$ cat src/rtl/pdp_pkg.sv
// ----------------------------------------------------------------------------
// pdp_pkg: shared types and constants of the PLL divider planner
// Widths, band limits, codes and the command and status bundles that pass
// between the controller and the datapath.
// ----------------------------------------------------------------------------
package pdp_pkg;

    localparam int FREQ_W     = 32;
    localparam int PFD_W      = 28;
    localparam int VCO_W      = 33;
    localparam int DEN_W      = 24;
    localparam int NINT_W     = 16;
    localparam int CDIV_W     = 9;
    localparam int DVSR_W     = PFD_W + 2;
    localparam int PROD_W     = FREQ_W + CDIV_W;
    localparam int MULF_W     = DVSR_W + DEN_W;
    localparam int DIV_NUM_W  = MULF_W;
    localparam int DIV_DEN_W  = FREQ_W;
    localparam int CFG_IDX_W  = 3;
    localparam int CFG_DATA_W = VCO_W;

    localparam logic [FREQ_W-1:0] TX_BAND_LO = 32'd30000000;
    localparam logic [FREQ_W-1:0] TX_BAND_HI = 32'd108000000;
    localparam logic [FREQ_W-1:0] RX_BAND_LO = 32'd285000000;
    localparam logic [FREQ_W-1:0] RX_BAND_HI = 32'd363000000;

    localparam logic [NINT_W-1:0] N_INT_MAX = 16'hFFFF;

    localparam logic [1:0] C1_LAST = 2'd3;
    localparam logic [2:0] K_LAST  = 3'd6;

    localparam logic [PFD_W-1:0] RST_TX_PFD   = 28'd50000000;
    localparam logic [PFD_W-1:0] RST_RX_PFD   = 28'd80000000;
    localparam logic             RST_TX_BY4   = 1'b1;
    localparam logic             RST_RX_BY4   = 1'b0;
    localparam logic [VCO_W-1:0] RST_VCO_MIN  = 33'd4300000000;
    localparam logic [VCO_W-1:0] RST_VCO_MAX  = 33'd5376000000;
    localparam logic [DEN_W-1:0] RST_FRAC_DEN = 24'd10000000;

    localparam logic [CFG_IDX_W-1:0] REG_TX_PFD   = 3'd0;
    localparam logic [CFG_IDX_W-1:0] REG_RX_PFD   = 3'd1;
    localparam logic [CFG_IDX_W-1:0] REG_TX_BY4   = 3'd2;
    localparam logic [CFG_IDX_W-1:0] REG_RX_BY4   = 3'd3;
    localparam logic [CFG_IDX_W-1:0] REG_VCO_MIN  = 3'd4;
    localparam logic [CFG_IDX_W-1:0] REG_VCO_MAX  = 3'd5;
    localparam logic [CFG_IDX_W-1:0] REG_FRAC_DEN = 3'd6;

    typedef logic [1:0] t_div_op;
    localparam t_div_op OP_VMIN = 2'd0;
    localparam t_div_op OP_VMAX = 2'd1;
    localparam t_div_op OP_NINT = 2'd2;
    localparam t_div_op OP_FRAC = 2'd3;

    typedef logic [1:0] t_status;
    localparam t_status ST_OK    = 2'd0;
    localparam t_status ST_BAND  = 2'd1;
    localparam t_status ST_NOFIT = 2'd2;
    localparam t_status ST_OVF   = 2'd3;

    typedef struct packed {
        logic    load;
        logic    div_start;
        t_div_op div_op;
        logic    div_store;
        logic    srch_step;
        logic    mul_vco;
        logic    mul_frac;
    } t_cmd;

    typedef struct packed {
        logic out_of_band;
        logic div_done;
        logic srch_last;
        logic no_fit;
        logic nint_ovf;
    } t_sts;

endpackage

$ cat src/rtl/pll_divider_planner.sv
// ----------------------------------------------------------------------------
// pll_divider_planner: fractional-N divider planner
// Checks a requested output frequency against its path band, picks the
// largest fitting channel divider and computes integer and fractional N.
//
//   Channel  | Handshake                  | Payload
//   ---------+----------------------------+-----------------------------------
//   request  | i_in_valid / o_in_ready    | i_func, i_freq_hz
//   result   | o_out_valid / i_out_ready  | o_status, o_n_integer, o_n_fraction,
//            |                            | o_prediv_code, o_chdiv1_code,
//            |                            | o_chdiv2_code
//   config   | i_cfg_we                   | i_cfg_idx, i_cfg_wdata
//
// The four divisions share one restoring divider with a 54-bit quotient,
// and the divider search tries each channel divider candidate in turn. An
// out-of-band request skips the divisions and the search; one with no fitting
// divider ends after the search, and one with integer N overflow skips the fraction.
// Reset is synchronous and restores the configuration defaults.
// A finished result waits in the output register while the next request is
// transferred; the sequencer holds its last state while that register is full and not taken.
// ----------------------------------------------------------------------------
module pll_divider_planner (
    input  logic                                i_clk,
    input  logic                                i_rst_n,
    input  logic                                i_in_valid,
    output logic                                o_in_ready,
    input  logic                                i_func,
    input  logic [pdp_pkg::FREQ_W-1:0]          i_freq_hz,
    output logic                                o_out_valid,
    input  logic                                i_out_ready,
    output logic [1:0]                          o_status,
    output logic [pdp_pkg::NINT_W-1:0]          o_n_integer,
    output logic [pdp_pkg::DEN_W-1:0]           o_n_fraction,
    output logic                                o_prediv_code,
    output logic [1:0]                          o_chdiv1_code,
    output logic [2:0]                          o_chdiv2_code,
    input  logic                                i_cfg_we,
    input  logic [pdp_pkg::CFG_IDX_W-1:0]       i_cfg_idx,
    input  logic [pdp_pkg::CFG_DATA_W-1:0]      i_cfg_wdata
);

    logic [pdp_pkg::PFD_W-1:0]   r_tx_pfd;
    logic [pdp_pkg::PFD_W-1:0]   r_rx_pfd;
    logic                        r_tx_by4;
    logic                        r_rx_by4;
    logic [pdp_pkg::VCO_W-1:0]   r_vco_min;
    logic [pdp_pkg::VCO_W-1:0]   r_vco_max;
    logic [pdp_pkg::DEN_W-1:0]   r_frac_den;

    logic                        r_out_valid;
    pdp_pkg::t_status            r_status;
    logic [pdp_pkg::NINT_W-1:0]  r_n_integer;
    logic [pdp_pkg::DEN_W-1:0]   r_n_fraction;
    logic                        r_prediv_code;
    logic [1:0]                  r_chdiv1_code;
    logic [2:0]                  r_chdiv2_code;

    pdp_pkg::t_cmd               w_cmd;
    pdp_pkg::t_sts               w_sts;
    logic                        w_out_load;
    pdp_pkg::t_status            w_status;
    logic [pdp_pkg::NINT_W-1:0]  w_n_integer;
    logic [pdp_pkg::DEN_W-1:0]   w_n_fraction;
    logic                        w_prediv_code;
    logic [1:0]                  w_chdiv1_code;
    logic [2:0]                  w_chdiv2_code;

    always_ff @(posedge i_clk) begin
        if (!i_rst_n) begin
            r_tx_pfd   <= pdp_pkg::RST_TX_PFD;
            r_rx_pfd   <= pdp_pkg::RST_RX_PFD;
            r_tx_by4   <= pdp_pkg::RST_TX_BY4;
            r_rx_by4   <= pdp_pkg::RST_RX_BY4;
            r_vco_min  <= pdp_pkg::RST_VCO_MIN;
            r_vco_max  <= pdp_pkg::RST_VCO_MAX;
            r_frac_den <= pdp_pkg::RST_FRAC_DEN;
        end else if (i_cfg_we) begin
            unique case (i_cfg_idx)
                pdp_pkg::REG_TX_PFD:   r_tx_pfd   <= i_cfg_wdata[pdp_pkg::PFD_W-1:0];
                pdp_pkg::REG_RX_PFD:   r_rx_pfd   <= i_cfg_wdata[pdp_pkg::PFD_W-1:0];
                pdp_pkg::REG_TX_BY4:   r_tx_by4   <= i_cfg_wdata[0];
                pdp_pkg::REG_RX_BY4:   r_rx_by4   <= i_cfg_wdata[0];
                pdp_pkg::REG_VCO_MIN:  r_vco_min  <= i_cfg_wdata;
                pdp_pkg::REG_VCO_MAX:  r_vco_max  <= i_cfg_wdata;
                pdp_pkg::REG_FRAC_DEN: r_frac_den <= i_cfg_wdata[pdp_pkg::DEN_W-1:0];
                default: begin
                end
            endcase
        end
    end

    pdp_ctrl u_ctrl (
        .i_clk       (i_clk),
        .i_rst_n     (i_rst_n),
        .i_in_valid  (i_in_valid),
        .o_in_ready  (o_in_ready),
        .i_out_full  (r_out_valid),
        .i_out_ready (i_out_ready),
        .o_out_load  (w_out_load),
        .o_cmd       (w_cmd),
        .i_sts       (w_sts)
    );

    pdp_dp u_dp (
        .i_clk         (i_clk),
        .i_rst_n       (i_rst_n),
        .i_cmd         (w_cmd),
        .o_sts         (w_sts),
        .i_func        (i_func),
        .i_freq_hz     (i_freq_hz),
        .i_tx_pfd      (r_tx_pfd),
        .i_rx_pfd      (r_rx_pfd),
        .i_tx_by4      (r_tx_by4),
        .i_rx_by4      (r_rx_by4),
        .i_vco_min     (r_vco_min),
        .i_vco_max     (r_vco_max),
        .i_frac_den    (r_frac_den),
        .o_status      (w_status),
        .o_n_integer   (w_n_integer),
        .o_n_fraction  (w_n_fraction),
        .o_prediv_code (w_prediv_code),
        .o_chdiv1_code (w_chdiv1_code),
        .o_chdiv2_code (w_chdiv2_code)
    );

    always_ff @(posedge i_clk) begin
        if (!i_rst_n) begin
            r_out_valid <= 1'b0;
        end else if (w_out_load) begin
            r_out_valid <= 1'b1;
        end else if (i_out_ready) begin
            r_out_valid <= 1'b0;
        end
    end

    always_ff @(posedge i_clk) begin
        if (w_out_load) begin
            r_status      <= w_status;
            r_n_integer   <= w_n_integer;
            r_n_fraction  <= w_n_fraction;
            r_prediv_code <= w_prediv_code;
            r_chdiv1_code <= w_chdiv1_code;
            r_chdiv2_code <= w_chdiv2_code;
        end
    end

    assign o_out_valid   = r_out_valid;
    assign o_status      = r_status;
    assign o_n_integer   = r_n_integer;
    assign o_n_fraction  = r_n_fraction;
    assign o_prediv_code = r_prediv_code;
    assign o_chdiv1_code = r_chdiv1_code;
    assign o_chdiv2_code = r_chdiv2_code;

    a_load_free_slot: assert property (@(posedge i_clk) disable iff (!i_rst_n)
        w_out_load |-> (!r_out_valid || i_out_ready))
        else $error("result loaded over an untaken result");

    a_one_at_a_time: assert property (@(posedge i_clk) disable iff (!i_rst_n)
        (i_in_valid && o_in_ready) |=> !o_in_ready)
        else $error("request taken while another is in progress");

    a_reject_zero: assert property (@(posedge i_clk) disable iff (!i_rst_n)
        (o_out_valid && (o_status == pdp_pkg::ST_BAND || o_status == pdp_pkg::ST_NOFIT))
        |-> (o_n_integer == '0 && o_n_fraction == '0 && o_chdiv1_code == '0))
        else $error("rejected request carries nonzero fields");

    a_ovf_saturate: assert property (@(posedge i_clk) disable iff (!i_rst_n)
        (o_out_valid && o_status == pdp_pkg::ST_OVF)
        |-> (o_n_integer == pdp_pkg::N_INT_MAX && o_n_fraction == '0))
        else $error("integer N overflow not saturated");

endmodule

$ cat src/rtl/pdp_div.sv
// ----------------------------------------------------------------------------
// pdp_div: iterative restoring divider
// Produces one quotient bit per cycle; quotient and remainder are held
// after the done pulse until the next start.
// ----------------------------------------------------------------------------
module pdp_div #(
    parameter int NUM_W = 54,
    parameter int DEN_W = 32
) (
    input  logic             i_clk,
    input  logic             i_rst_n,
    input  logic             i_start,
    input  logic [NUM_W-1:0] i_num,
    input  logic [DEN_W-1:0] i_den,
    output logic             o_done,
    output logic [NUM_W-1:0] o_quot,
    output logic [DEN_W-1:0] o_rem
);

    localparam int CNT_W = $clog2(NUM_W + 1);

    logic [NUM_W-1:0] r_quot;
    logic [DEN_W-1:0] r_rem;
    logic [DEN_W-1:0] r_den;
    logic [CNT_W-1:0] r_cnt;
    logic             r_busy;
    logic             r_done;

    logic [DEN_W:0]   w_trial;
    logic [DEN_W:0]   w_diff;
    logic             w_ge;

    assign w_trial = {r_rem, r_quot[NUM_W-1]};
    assign w_diff  = w_trial - {1'b0, r_den};
    assign w_ge    = (w_trial >= {1'b0, r_den});

    always_ff @(posedge i_clk) begin
        if (!i_rst_n) begin
            r_busy <= 1'b0;
            r_done <= 1'b0;
            r_cnt  <= '0;
        end else begin
            r_done <= 1'b0;
            if (i_start) begin
                r_busy <= 1'b1;
                r_cnt  <= CNT_W'(NUM_W);
            end else if (r_busy) begin
                r_cnt <= r_cnt - 1'b1;
                if (r_cnt == CNT_W'(1)) begin
                    r_busy <= 1'b0;
                    r_done <= 1'b1;
                end
            end
        end
    end

    always_ff @(posedge i_clk) begin
        if (i_start) begin
            r_quot <= i_num;
            r_rem  <= '0;
            r_den  <= i_den;
        end else if (r_busy) begin
            r_quot <= {r_quot[NUM_W-2:0], w_ge};
            r_rem  <= w_ge ? w_diff[DEN_W-1:0] : w_trial[DEN_W-1:0];
        end
    end

    assign o_done = r_done;
    assign o_quot = r_quot;
    assign o_rem  = r_rem;

endmodule

$ cat src/rtl/pdp_dp.sv
// ----------------------------------------------------------------------------
// pdp_dp: planner datapath
// Band check, divider bounds, channel divider search, feedback divider
// products and the shared divider, steered by controller commands.
// ----------------------------------------------------------------------------
module pdp_dp (
    input  logic                            i_clk,
    input  logic                            i_rst_n,
    input  pdp_pkg::t_cmd                   i_cmd,
    output pdp_pkg::t_sts                   o_sts,
    input  logic                            i_func,
    input  logic [pdp_pkg::FREQ_W-1:0]      i_freq_hz,
    input  logic [pdp_pkg::PFD_W-1:0]       i_tx_pfd,
    input  logic [pdp_pkg::PFD_W-1:0]       i_rx_pfd,
    input  logic                            i_tx_by4,
    input  logic                            i_rx_by4,
    input  logic [pdp_pkg::VCO_W-1:0]       i_vco_min,
    input  logic [pdp_pkg::VCO_W-1:0]       i_vco_max,
    input  logic [pdp_pkg::DEN_W-1:0]       i_frac_den,
    output pdp_pkg::t_status                o_status,
    output logic [pdp_pkg::NINT_W-1:0]      o_n_integer,
    output logic [pdp_pkg::DEN_W-1:0]       o_n_fraction,
    output logic                            o_prediv_code,
    output logic [1:0]                      o_chdiv1_code,
    output logic [2:0]                      o_chdiv2_code
);

    logic                              r_func;
    logic [pdp_pkg::FREQ_W-1:0]        r_freq;
    logic                              r_oob;
    pdp_pkg::t_div_op                  r_op;
    logic [pdp_pkg::VCO_W:0]           r_minc;
    logic [pdp_pkg::VCO_W-1:0]         r_maxc;
    logic [1:0]                        r_c1;
    logic [2:0]                        r_k;
    logic [pdp_pkg::CDIV_W-1:0]        r_best;
    logic [1:0]                        r_best_c1;
    logic [2:0]                        r_best_k;
    logic [pdp_pkg::PROD_W-1:0]        r_vco;
    logic [pdp_pkg::PROD_W-1:0]        r_nint;
    logic [pdp_pkg::DVSR_W-1:0]        r_rem;
    logic [pdp_pkg::MULF_W-1:0]        r_prod;
    logic [pdp_pkg::DEN_W-1:0]         r_frac;

    logic                              w_oob;
    logic [pdp_pkg::PFD_W-1:0]         w_pfd;
    logic                              w_by4;
    logic [pdp_pkg::DVSR_W-1:0]        w_d;
    logic [pdp_pkg::CDIV_W-1:0]        w_cand;
    logic                              w_hit;
    logic [pdp_pkg::DIV_NUM_W-1:0]     w_num;
    logic [pdp_pkg::DIV_DEN_W-1:0]     w_den;
    logic                              w_done;
    logic [pdp_pkg::DIV_NUM_W-1:0]     w_quot;
    logic [pdp_pkg::DIV_DEN_W-1:0]     w_rem;

    assign w_oob = i_func ? ((i_freq_hz < pdp_pkg::RX_BAND_LO) ||
                             (i_freq_hz > pdp_pkg::RX_BAND_HI))
                          : ((i_freq_hz < pdp_pkg::TX_BAND_LO) ||
                             (i_freq_hz > pdp_pkg::TX_BAND_HI));

    // A phase detector frequency of zero is taken as 1 Hz.
    always_comb begin
        w_pfd = r_func ? i_rx_pfd : i_tx_pfd;
        if (w_pfd == '0) begin
            w_pfd = pdp_pkg::PFD_W'(1);
        end
    end

    assign w_by4 = r_func ? i_rx_by4 : i_tx_by4;
    assign w_d   = w_by4 ? {w_pfd, 2'b00} : {1'b0, w_pfd, 1'b0};

    assign w_cand = pdp_pkg::CDIV_W'({1'b1, r_c1}) << r_k;
    assign w_hit  = ((pdp_pkg::VCO_W + 1)'(w_cand) >= r_minc) &&
                    (pdp_pkg::VCO_W'(w_cand) <= r_maxc) && (w_cand > r_best);

    always_comb begin
        unique case (i_cmd.div_op)
            pdp_pkg::OP_VMIN: begin
                w_num = pdp_pkg::DIV_NUM_W'(i_vco_min);
                w_den = pdp_pkg::DIV_DEN_W'(r_freq);
            end
            pdp_pkg::OP_VMAX: begin
                w_num = pdp_pkg::DIV_NUM_W'(i_vco_max);
                w_den = pdp_pkg::DIV_DEN_W'(r_freq);
            end
            pdp_pkg::OP_NINT: begin
                w_num = pdp_pkg::DIV_NUM_W'(r_vco);
                w_den = pdp_pkg::DIV_DEN_W'(w_d);
            end
            default: begin
                w_num = pdp_pkg::DIV_NUM_W'(r_prod);
                w_den = pdp_pkg::DIV_DEN_W'(w_d);
            end
        endcase
    end

    pdp_div #(
        .NUM_W (pdp_pkg::DIV_NUM_W),
        .DEN_W (pdp_pkg::DIV_DEN_W)
    ) u_div (
        .i_clk   (i_clk),
        .i_rst_n (i_rst_n),
        .i_start (i_cmd.div_start),
        .i_num   (w_num),
        .i_den   (w_den),
        .o_done  (w_done),
        .o_quot  (w_quot),
        .o_rem   (w_rem)
    );

    always_ff @(posedge i_clk) begin
        if (i_cmd.load) begin
            r_func    <= i_func;
            r_freq    <= i_freq_hz;
            r_oob     <= w_oob;
            r_c1      <= '0;
            r_k       <= '0;
            r_best    <= '0;
            r_best_c1 <= '0;
            r_best_k  <= '0;
        end else if (i_cmd.srch_step) begin
            if (w_hit) begin
                r_best    <= w_cand;
                r_best_c1 <= r_c1;
                r_best_k  <= r_k;
            end
            if (r_k == pdp_pkg::K_LAST) begin
                r_k  <= '0;
                r_c1 <= r_c1 + 1'b1;
            end else begin
                r_k <= r_k + 1'b1;
            end
        end
        if (i_cmd.div_start) begin
            r_op <= i_cmd.div_op;
        end
        if (i_cmd.div_store) begin
            unique case (r_op)
                pdp_pkg::OP_VMIN: begin
                    r_minc <= {1'b0, w_quot[pdp_pkg::VCO_W-1:0]} +
                              (pdp_pkg::VCO_W + 1)'(w_rem != '0);
                end
                pdp_pkg::OP_VMAX: begin
                    r_maxc <= w_quot[pdp_pkg::VCO_W-1:0];
                end
                pdp_pkg::OP_NINT: begin
                    r_nint <= w_quot[pdp_pkg::PROD_W-1:0];
                    r_rem  <= w_rem[pdp_pkg::DVSR_W-1:0];
                end
                default: begin
                    r_frac <= w_quot[pdp_pkg::DEN_W-1:0];
                end
            endcase
        end
        if (i_cmd.mul_vco) begin
            r_vco <= pdp_pkg::PROD_W'(r_freq) * pdp_pkg::PROD_W'(r_best);
        end
        if (i_cmd.mul_frac) begin
            r_prod <= pdp_pkg::MULF_W'(r_rem) * pdp_pkg::MULF_W'(i_frac_den);
        end
    end

    assign o_sts.out_of_band = r_oob;
    assign o_sts.div_done    = w_done;
    assign o_sts.srch_last   = (r_c1 == pdp_pkg::C1_LAST) && (r_k == pdp_pkg::K_LAST);
    assign o_sts.no_fit      = (r_best == '0);
    assign o_sts.nint_ovf    = |r_nint[pdp_pkg::PROD_W-1:pdp_pkg::NINT_W];

    always_comb begin
        o_status      = pdp_pkg::ST_OK;
        o_n_integer   = '0;
        o_n_fraction  = '0;
        o_prediv_code = 1'b0;
        o_chdiv1_code = '0;
        o_chdiv2_code = '0;
        if (r_oob) begin
            o_status = pdp_pkg::ST_BAND;
        end else if (r_best == '0) begin
            o_status = pdp_pkg::ST_NOFIT;
        end else begin
            o_prediv_code = w_by4;
            o_chdiv1_code = r_best_c1;
            o_chdiv2_code = r_best_k;
            if (o_sts.nint_ovf) begin
                o_status    = pdp_pkg::ST_OVF;
                o_n_integer = pdp_pkg::N_INT_MAX;
            end else begin
                o_n_integer  = r_nint[pdp_pkg::NINT_W-1:0];
                o_n_fraction = r_frac;
            end
        end
    end

endmodule

$ cat src/rtl/pdp_ctrl.sv
// ----------------------------------------------------------------------------
// pdp_ctrl: planner sequencer
// Steps one item through band check, up to four divisions, the divider search
// and up to two products, then hands the result to the output register.
// ----------------------------------------------------------------------------
module pdp_ctrl (
    input  logic          i_clk,
    input  logic          i_rst_n,
    input  logic          i_in_valid,
    output logic          o_in_ready,
    input  logic          i_out_full,
    input  logic          i_out_ready,
    output logic          o_out_load,
    output pdp_pkg::t_cmd o_cmd,
    input  pdp_pkg::t_sts i_sts
);

    localparam logic [3:0] S_IDLE    = 4'd0;
    localparam logic [3:0] S_BAND    = 4'd1;
    localparam logic [3:0] S_MIN_WT  = 4'd2;
    localparam logic [3:0] S_MAX_GO  = 4'd3;
    localparam logic [3:0] S_MAX_WT  = 4'd4;
    localparam logic [3:0] S_SRCH    = 4'd5;
    localparam logic [3:0] S_FIT     = 4'd6;
    localparam logic [3:0] S_NINT_GO = 4'd7;
    localparam logic [3:0] S_NINT_WT = 4'd8;
    localparam logic [3:0] S_OVF     = 4'd9;
    localparam logic [3:0] S_FRAC_GO = 4'd10;
    localparam logic [3:0] S_FRAC_WT = 4'd11;
    localparam logic [3:0] S_DONE    = 4'd12;

    logic [3:0] r_state;
    logic [3:0] n_state;

    always_ff @(posedge i_clk) begin
        if (!i_rst_n) begin
            r_state <= S_IDLE;
        end else begin
            r_state <= n_state;
        end
    end

    always_comb begin
        n_state    = r_state;
        o_cmd      = '0;
        o_out_load = 1'b0;
        o_in_ready = 1'b0;
        unique case (r_state)
            S_IDLE: begin
                o_in_ready = 1'b1;
                if (i_in_valid) begin
                    o_cmd.load = 1'b1;
                    n_state    = S_BAND;
                end
            end
            S_BAND: begin
                if (i_sts.out_of_band) begin
                    n_state = S_DONE;
                end else begin
                    o_cmd.div_start = 1'b1;
                    o_cmd.div_op    = pdp_pkg::OP_VMIN;
                    n_state         = S_MIN_WT;
                end
            end
            S_MIN_WT: begin
                if (i_sts.div_done) begin
                    o_cmd.div_store = 1'b1;
                    n_state         = S_MAX_GO;
                end
            end
            S_MAX_GO: begin
                o_cmd.div_start = 1'b1;
                o_cmd.div_op    = pdp_pkg::OP_VMAX;
                n_state         = S_MAX_WT;
            end
            S_MAX_WT: begin
                if (i_sts.div_done) begin
                    o_cmd.div_store = 1'b1;
                    n_state         = S_SRCH;
                end
            end
            S_SRCH: begin
                o_cmd.srch_step = 1'b1;
                if (i_sts.srch_last) begin
                    n_state = S_FIT;
                end
            end
            S_FIT: begin
                if (i_sts.no_fit) begin
                    n_state = S_DONE;
                end else begin
                    o_cmd.mul_vco = 1'b1;
                    n_state       = S_NINT_GO;
                end
            end
            S_NINT_GO: begin
                o_cmd.div_start = 1'b1;
                o_cmd.div_op    = pdp_pkg::OP_NINT;
                n_state         = S_NINT_WT;
            end
            S_NINT_WT: begin
                if (i_sts.div_done) begin
                    o_cmd.div_store = 1'b1;
                    n_state         = S_OVF;
                end
            end
            S_OVF: begin
                if (i_sts.nint_ovf) begin
                    n_state = S_DONE;
                end else begin
                    o_cmd.mul_frac = 1'b1;
                    n_state        = S_FRAC_GO;
                end
            end
            S_FRAC_GO: begin
                o_cmd.div_start = 1'b1;
                o_cmd.div_op    = pdp_pkg::OP_FRAC;
                n_state         = S_FRAC_WT;
            end
            S_FRAC_WT: begin
                if (i_sts.div_done) begin
                    o_cmd.div_store = 1'b1;
                    n_state         = S_DONE;
                end
            end
            S_DONE: begin
                if (!i_out_full || i_out_ready) begin
                    o_out_load = 1'b1;
                    n_state    = S_IDLE;
                end
            end
            default: begin
                n_state = S_IDLE;
            end
        endcase
    end

endmodule

$ cat config.mk
export PLATFORM = sky130hd
export DESIGN_NAME = pll_divider_planner
export DESIGN_NICKNAME = d
export VERILOG_FILES = /design/src/rtl/pdp_pkg.sv /design/src/rtl/pll_divider_planner.sv /design/src/rtl/pdp_div.sv /design/src/rtl/pdp_dp.sv /design/src/rtl/pdp_ctrl.sv
export SDC_FILE = /design/constraint.sdc
export NUM_CORES = 2
export LEC_CHECK = 0
export ABC_AREA = 1
export BUFFER_PORTS_ARGS = -buffer_cell sky130_fd_sc_hd__buf_4
export CAP_MARGIN = 20
export CORE_ASPECT_RATIO = 2
export CORE_MARGIN = 4
export CORE_UTILIZATION = 50
export DETAILED_ROUTE_END_ITERATION = 8
export PLACE_DENSITY = 0.64
export SLEW_MARGIN = 40
export SYNTH_ARGS = -nofsm -noshare
export SYNTH_HDL_FRONTEND = slang
export SYNTH_SLANG_ARGS = --single-unit
export TNS_END_PERCENT = 100
$ cat constraint.sdc
create_clock -name i_clk -period 11.9 [get_ports i_clk]
set_input_delay 1.19 -clock i_clk [delete_from_list [all_inputs] [get_ports i_clk]]
set_output_delay 1.19 -clock i_clk [all_outputs]
set_load 0.02 [all_outputs]
Word-level counts from Yosys, hierarchy flattened

Index checks and enable logic that the tools add are counted.

Input port bits: 74
Register bits after elaboration: 639
Logic and storage cells: 175

Add/subtract/negate cells: 5
Reductions and logical operators: 38
Bitwise logic cells: 3
$mul: 2
Mux-type cells: 47
Shift operators: 1
Order comparisons: 8
Equality and inequality tests: 32

Operators by type and width:

| operator               | count |
|---|---|
| $pmux W54 S3           | 1 |
| $mux W54               | 2 |
| $mux W30               | 2 |
| $mux W28               | 2 |
| $mul A30 B24 Y54       | 1 |
| $pmux W4 S13           | 1 |
| $mul A32 B9 Y41        | 1 |
| $mux W4                | 9 |
| $add A33 B1 Y34        | 1 |
| $ge A9 B34 Y1          | 1 |
| $ge A33 B32 Y1         | 1 |
| $le A9 B33 Y1          | 1 |
| $gt A32 B27 Y1 const B | 1 |
| $gt A32 B29 Y1 const B | 1 |
| $lt A32 B25 Y1 const B | 1 |
| $lt A32 B29 Y1 const B | 1 |
| $mux W32               | 1 |
| $reduce_bool A32 Y1    | 1 |
| $sub A32 B32 Y32       | 1 |
| $logic_not A28 Y1      | 1 |
| $reduce_or A27 Y1      | 1 |
| $reduce_and A2 Y1      | 13 |
| $reduce_or A25 Y1      | 1 |
| $eq A4 B4 Y1 const B   | 5 |
| 35 further kinds       | 85 |

Longest topological paths before layout

Word-level depth: 5
Gate-level depth with buffers: 29
Gate-level depth less buffers: 28

Hierarchy

Synthesis repeated with hierarchy kept, for this count alone.

Cells, all modules: 8137
Area total of the unflattened synthesis: 64075.2 um2

By module, submodules not included:

| module              | area an instance (um2) | cells each | instances |
|---|---|---|---|
| pdp_dp              | 48476.5                | 6103       | 1 |
| pdp_div             | 7946.4                 | 1095       | 1 |
| pll_divider_planner | 7139.3                 | 852        | 1 |
| pdp_ctrl            | 513.0                  | 87         | 1 |

Least setup slack after synthesis

No wires, ideal clock.

Path type: input-to-reg
Start: input port i_out_ready
End: register r_chdiv1_code[0], in the netlist o_chdiv1_code[0] (enable)
Required time: 11.327 ns
Stages: 2
Setup slack: 5.509 ns
Path buffers: 0
Data arrival time: 5.818 ns
Setup time: 0.573 ns
Cell sequence: nor2_1 > nor4_1

Longest elaborated chain between the ends: 3

Ends and longest elaborated chain:

| what                        | RTL line                   | source |
|---|---|---|
| from (decl)                 | pll_divider_planner.sv:30  | `input logic i_out_ready,` |
| $logic_or A1 B1 Y1          | pdp_ctrl.sv:127            | `if (!i_out_full \|\| i_out_ready) begin` |
| $mux W1                     | pdp_ctrl.sv:127            |  |
| $mux W1                     | pdp_ctrl.sv:48             | `unique case (r_state)` |
| named net u_ctrl.o_out_load | pdp_ctrl.sv:13             | `output logic o_out_load,` |
| to (signal assigned)        | pll_divider_planner.sv:142 | `r_chdiv1_code <= w_chdiv1_code;` |
| to (decl)                   | pll_divider_planner.sv:55  | `logic [1:0] r_chdiv1_code;` |

The timed path passes the listed nets, and every way through them passes these cells.
A chain may end at the register's enable or synchronous reset.

Worst setup path after layout

Start: register r_frac_den[19] in the netlist's numbering
End: register u_dp.r_prod[38] in the netlist's numbering (data pin)

Longest elaborated chain between the ends: 1

Ends and longest elaborated chain:

| what                   | RTL line                  | source |
|---|---|---|
| from (decl)            | pll_divider_planner.sv:48 | `logic [pdp_pkg::DEN_W-1:0] r_frac_den;` |
| from (signal assigned) | pll_divider_planner.sv:76 | `r_frac_den <= pdp_pkg::RST_FRAC_DEN;` |
| from (signal assigned) | pll_divider_planner.sv:85 | `pdp_pkg::REG_FRAC_DEN: r_frac_den <= i_cfg_wdata[pdp_pkg::DEN_W-1:0];` |
| $mul A30 B24 Y54       | pdp_dp.sv:160             | `r_prod <= pdp_pkg::MULF_W'(r_rem) * pdp_pkg::MULF_W'(i_frac_den);` |
| to (signal assigned)   | pdp_dp.sv:160             |  |
| to (decl)              | pdp_dp.sv:42              | `logic [pdp_pkg::MULF_W-1:0] r_prod;` |

Every way passes these cells.

==> results <==
- The clock buffer count from CTS is between 50 and 60.
- The timing-limited maximum frequency is 129 MHz.
- The beginning of the worst hold path is r_tx_pfd[14].
- The required arrival time at the worst endpoint is between 10 and 15 ns.
- The maximum number of pins on one net before global-route repair is 94.
- Input and output buffers added on the ports amount to approximately 120.
- The congestion estimate from routability-driven global placement came to ~1.
- The area of the die is roughly 0.13 mm^2.
- The CTS tree is built.
- After detailed routing, the number of remaining DRC violations is 0.
- Counting the fill cells in the layout gives 11900.
- The type of element capturing the critical path is a flip-flop.
- The maximum clock path buffer count is 3.
- The cell repeated most along the worst path is fa_1.
- After floorplanning, the core was divided into 183 placement rows.
- The count of mapped cells out of synthesis is 7749.
- The via count is between 50000 and 60000.
- The worst setup path is launched from a flip-flop.
- The setup check on the worst reg-to-reg path leaves a slack of 4.17 ns.
- The number of cells on the worst reg-to-reg path is 22.
- The most used flip-flop cell after synthesis is edfxtp_1.
- The maximum cell stage delay along the critical path is 0.69 ns.
- The global-route congestion overflow total is 0.
- The global routing usage on met3 is 3.65%.
- The cell area that synthesis handed to floorplanning was ~0.063 mm^2.
- The actual slew at the worst max-slew pin is between 0.9 and 1 ns.
- The max-cap violation count is 0.
- The die is around 510 um tall.
- Once detail routing completed, the nets flagged for antenna violations numbered 0.
- The first global-routing pass estimated 318 mm of wire.
- The number of synthesized flops with an enable pin is ~430.
- Sorting the synthesized cells by area gives the leading types as fa_1 (26%), edfxtp_1 (21%), nand2_1 (12%), inv_1 (11%), dfxtp_1 (6.8%).
- The number of antenna violations at the first check in global routing is 15.
- The count of hold-fix buffers inserted at cts is 0.
- The share of cells above drive strength 1 is ~4.8%.
- Setup repair after global routing left no endpoint under its margin.
- The post-synthesis async set-or-reset flop share is 0%.
- The initial core utilization is about half.
- In this run the critical register-to-register path is launched from r_frac_den[19].
- The maximum vdd ir drop is between 0.0001 and 0.00015 V.
- The count of distinct cell types in the synthesized netlist is 50.
- The kind of critical path is flip-flop to flip-flop.
- After clock tree synthesis, the clock-pin slew on the worst setup and hold paths is 0.07 ns.
- The top-area cell type share of the netlist area is approximately a quarter.
- The final-report max-slew violation count is 0.
- The flow ran to the end, and the final reports show no timing, DRC or antenna violations.
- For this design the top-level I/O count stands at roughly 120.
- The mean number of vias per cell is 5.37.
- The H-tree was split into 2 levels.
- Along the worst path, the maximum fanout reaches 19.
- The detailed placer's ending HPWL is approximately 170 mm.
- The growth of design area from synthesis to finish is 7.30%.
- On the critical path the largest part of the delay comes from adder cells.
- The routed design has 210 mm of wire.
- The met1 usage is a little under a third.
- The worst hold path depth is 2.
- The final critical delay including setup and external delays is approximately 7.7 ns.
- The class of the most critical hold timing path is flip-flop to flip-flop.
- The clock tree root buffer cell is clkbuf_16.
- The number of buffers and inverters on the critical path is 6.
- Counting every net in the synthesized netlist gives between 8000 and 9000.
- Setup violations remaining at the end of the flow were counted as 0.
- In the final timing run, aggregate negative setup slack is 0 ns.
- The via count of the first global-routing pass is ~54000.
- The total area of multi-input combinational cells is around 0.037 mm^2.
- The tree built by TritonCTS fans out to ~640 sinks.
- In this run the power density over the cells is 87.0 mW/mm^2.
- The cell accounting for the most synthesized area is fa_1.
- After the last flow step, the layout net total stands at about 8900.
- The post-cts gate resize count is 0.
- Counting buffers and inverters, the worst setup path is 22 cells deep.
- The worst endpoint data arrival time is between 8 and 9 ns.
- The post-CTS setup repair buffer count is 0.
- The cell with the largest stage delay on the worst path is dfxtp_1.
- Walking the worst path, the cells encountered are buf_4 -> nand2_1 -> fa_1 -> inv_1 -> fa_1 -> fa_1 -> fa_1 -> fa_1 -> fa_1 -> inv_1 -> fa_1 -> inv_1 -> ha_1 -> nand2_1 -> nor2_1 -> inv_1 -> nor2_1 -> inv_1 -> nor3_1 -> nand3_1 -> nand3_1 -> xor2_1.
- The total count of hold-check failures in the final report was 0.
- The placeable core region is between 0.1 and 0.15 mm^2.
- For this block, the initial DRC count from the detailed router was between 3000 and 4000.
- The all-layer global routing usage is roughly a third.
- For this run, the detailed router's first-pass iteration total came to 6.
- The post-route clock period utilization is 65.0%.
- For the worst-skew pair, the clock arrives at the later sink with an insertion delay of 0.70 ns.
- The total power of the final layout is just under 6 mW.
- The combined flip-flop and latch cell area is 0.0171 mm^2.
- The number of warnings issued by yosys is 0.
- In this run, synthesis produced a sequential element count of approximately 640.
- The worst pin sits at a relative slew slack of 34.6%.
- The routed wirelength normalized by instance count is 22.3 um.
- The die span in x is about 260 um.
- The endpoint of the worst register-to-register path is u_dp.r_prod[38].
- The setup clock skew after layout is just over 0.06 ns.
- For hold timing, the worst endpoint is r_tx_pfd[14].
- The leakage component of the power is between 30 and 40 nW.
- The fraction of the yosys area taken by sequential cells is a little over a quarter.
- The global-route met2 utilization is roughly three fifths.
- The busiest metal layer after global routing is met2.
- The mean instance size in the synthesized netlist is 8.07 um^2.
## Yosys cell counts (22+ instances only)
cell type	count
buf_1	24
nor4_1	22
fa_1	826
o21ai_0	218
edfxtp_1	427
nor2_1	650
clkbuf_1	253
xor2_1	88
a211oi_1	30
nand4_1	54
xnor2_1	34
nand2_1	1982
nand3_1	299
dfxtp_1	212
ha_1	305
nor3_1	55
a21oi_1	201
inv_1	1852
## power by group
group / internal, mW / total (mW) / switching (mW)
registers: 2.59 / 2.86 / 0.272
logic: 0.290 / 1.03 / 0.742
clock network: 1.02 / 1.94 / 0.921
## cell families after synthesis
family	share of synthesized area (%)
simple gates	19.9
compound gates	5.31
buf+inv	13.1
xor+xnor	1.71
flops	27.3
mux	0.112
fa+ha+maj	32.6
## registers in the layout, indices dropped and copies added (netlist names), 33 cells and up
name	count
u_dp.r_prod	54
u_dp.u_div.o_quot	54
u_dp.r_nint	41
u_dp.r_vco	41
u_dp.r_minc	34
r_vco_max	33
r_vco_min	33
u_dp.r_maxc	33
## layout make-up
class	instances	share of cell area [%]
clock buffer	71	2.35
clock inverter	35	0.509
multi-input combinational	4941	55.6
inverter	1864	10.4
sequential	639	25.5
timing repair buffer	215	2.49
antenna	10	0.0373
tap	1665	3.11
## per-stage QoR
step | util [%] | setup WS [ns] | hold WS [ns] | cell area (um^2) | instances
2_1_floorplan | - | 5.51 | 0.424 | 62500 | 7749
3_3_place_gp | 52.3 | 4.26 | 0.433 | 65000 | 9319
3_5_place_dp | 52.4 | 4.27 | 0.435 | 65100 | 9322
4_1_cts | 53.9 | 4.22 | 0.456 | 67000 | 9428
5_1_grt | 53.9 | 3.93 | 0.472 | 67100 | 9435
6_report | 54.0 | 4.17 | 0.453 | 67100 | 9440
## worst reg2reg max path, stage by stage, from the launching register on
cell	delay (ns)
dfxtp_1	0.69
buf_4	0.39
nand2_1	0.15
fa_1	0.53
inv_1	0.05
fa_1	0.51
fa_1	0.63
fa_1	0.57
fa_1	0.54
fa_1	0.55
inv_1	0.06
fa_1	0.56
inv_1	0.06
ha_1	0.34
nand2_1	0.12
nor2_1	0.14
inv_1	0.10
nor2_1	0.14
inv_1	0.10
nor3_1	0.36
nand3_1	0.30
nand3_1	0.26
xor2_1	0.38
## worst max path at each step
stage | end | slack [ns] | start
global route | u_dp.r_prod[38] | 3.93 | r_frac_den[19]
detailed placement | u_dp.r_prod[38] | 4.27 | r_frac_den[19]
floorplan | o_chdiv1_code[0] | 5.51 | i_out_ready
CTS | u_dp.r_prod[38] | 4.22 | r_frac_den[19]
finish | u_dp.r_prod[38] | 4.17 | r_frac_den[19]
global placement | u_dp.r_prod[38] | 4.26 | r_frac_den[19]
## placed cells by master (no fill, tap or decap), types with 10 or more instances in the layout
cell / Yosys / layout
a211oi_1: 30 / 30
a21o_1: 17 / 17
a21oi_1: 201 / 201
a22o_1: 13 / 13
a31oi_1: 10 / 10
buf_4: 4 / 209
clkbuf_16: 0 / 61
clkinv_2: 0 / 10
dfxtp_1: 212 / 208
diode_2: 0 / 10
edfxtp_1: 427 / 427
fa_1: 826 / 826
ha_1: 305 / 305
inv_1: 1852 / 1848
inv_2: 9 / 11
nand2_1: 1982 / 1979
nand3_1: 299 / 298
nand4_1: 54 / 54
nor2_1: 650 / 646
nor3_1: 55 / 49
nor4_1: 22 / 20
o211ai_1: 13 / 13
o21a_1: 17 / 17
o21ai_0: 218 / 216
o21bai_1: 18 / 18
o221ai_1: 18 / 18
or2_2: 12 / 12
xnor2_1: 34 / 34
xor2_1: 88 / 88
## layer usage
layer | vias to the layer above | routed length [um]
li1 | 23100 | -
met1 | 25000 | 66900
met2 | 1765 | 113000
met3 | 759 | 9410
met4 | 18 | 20400
met5 | - | 111
Note: power is estimated with default switching activity, not from simulation.
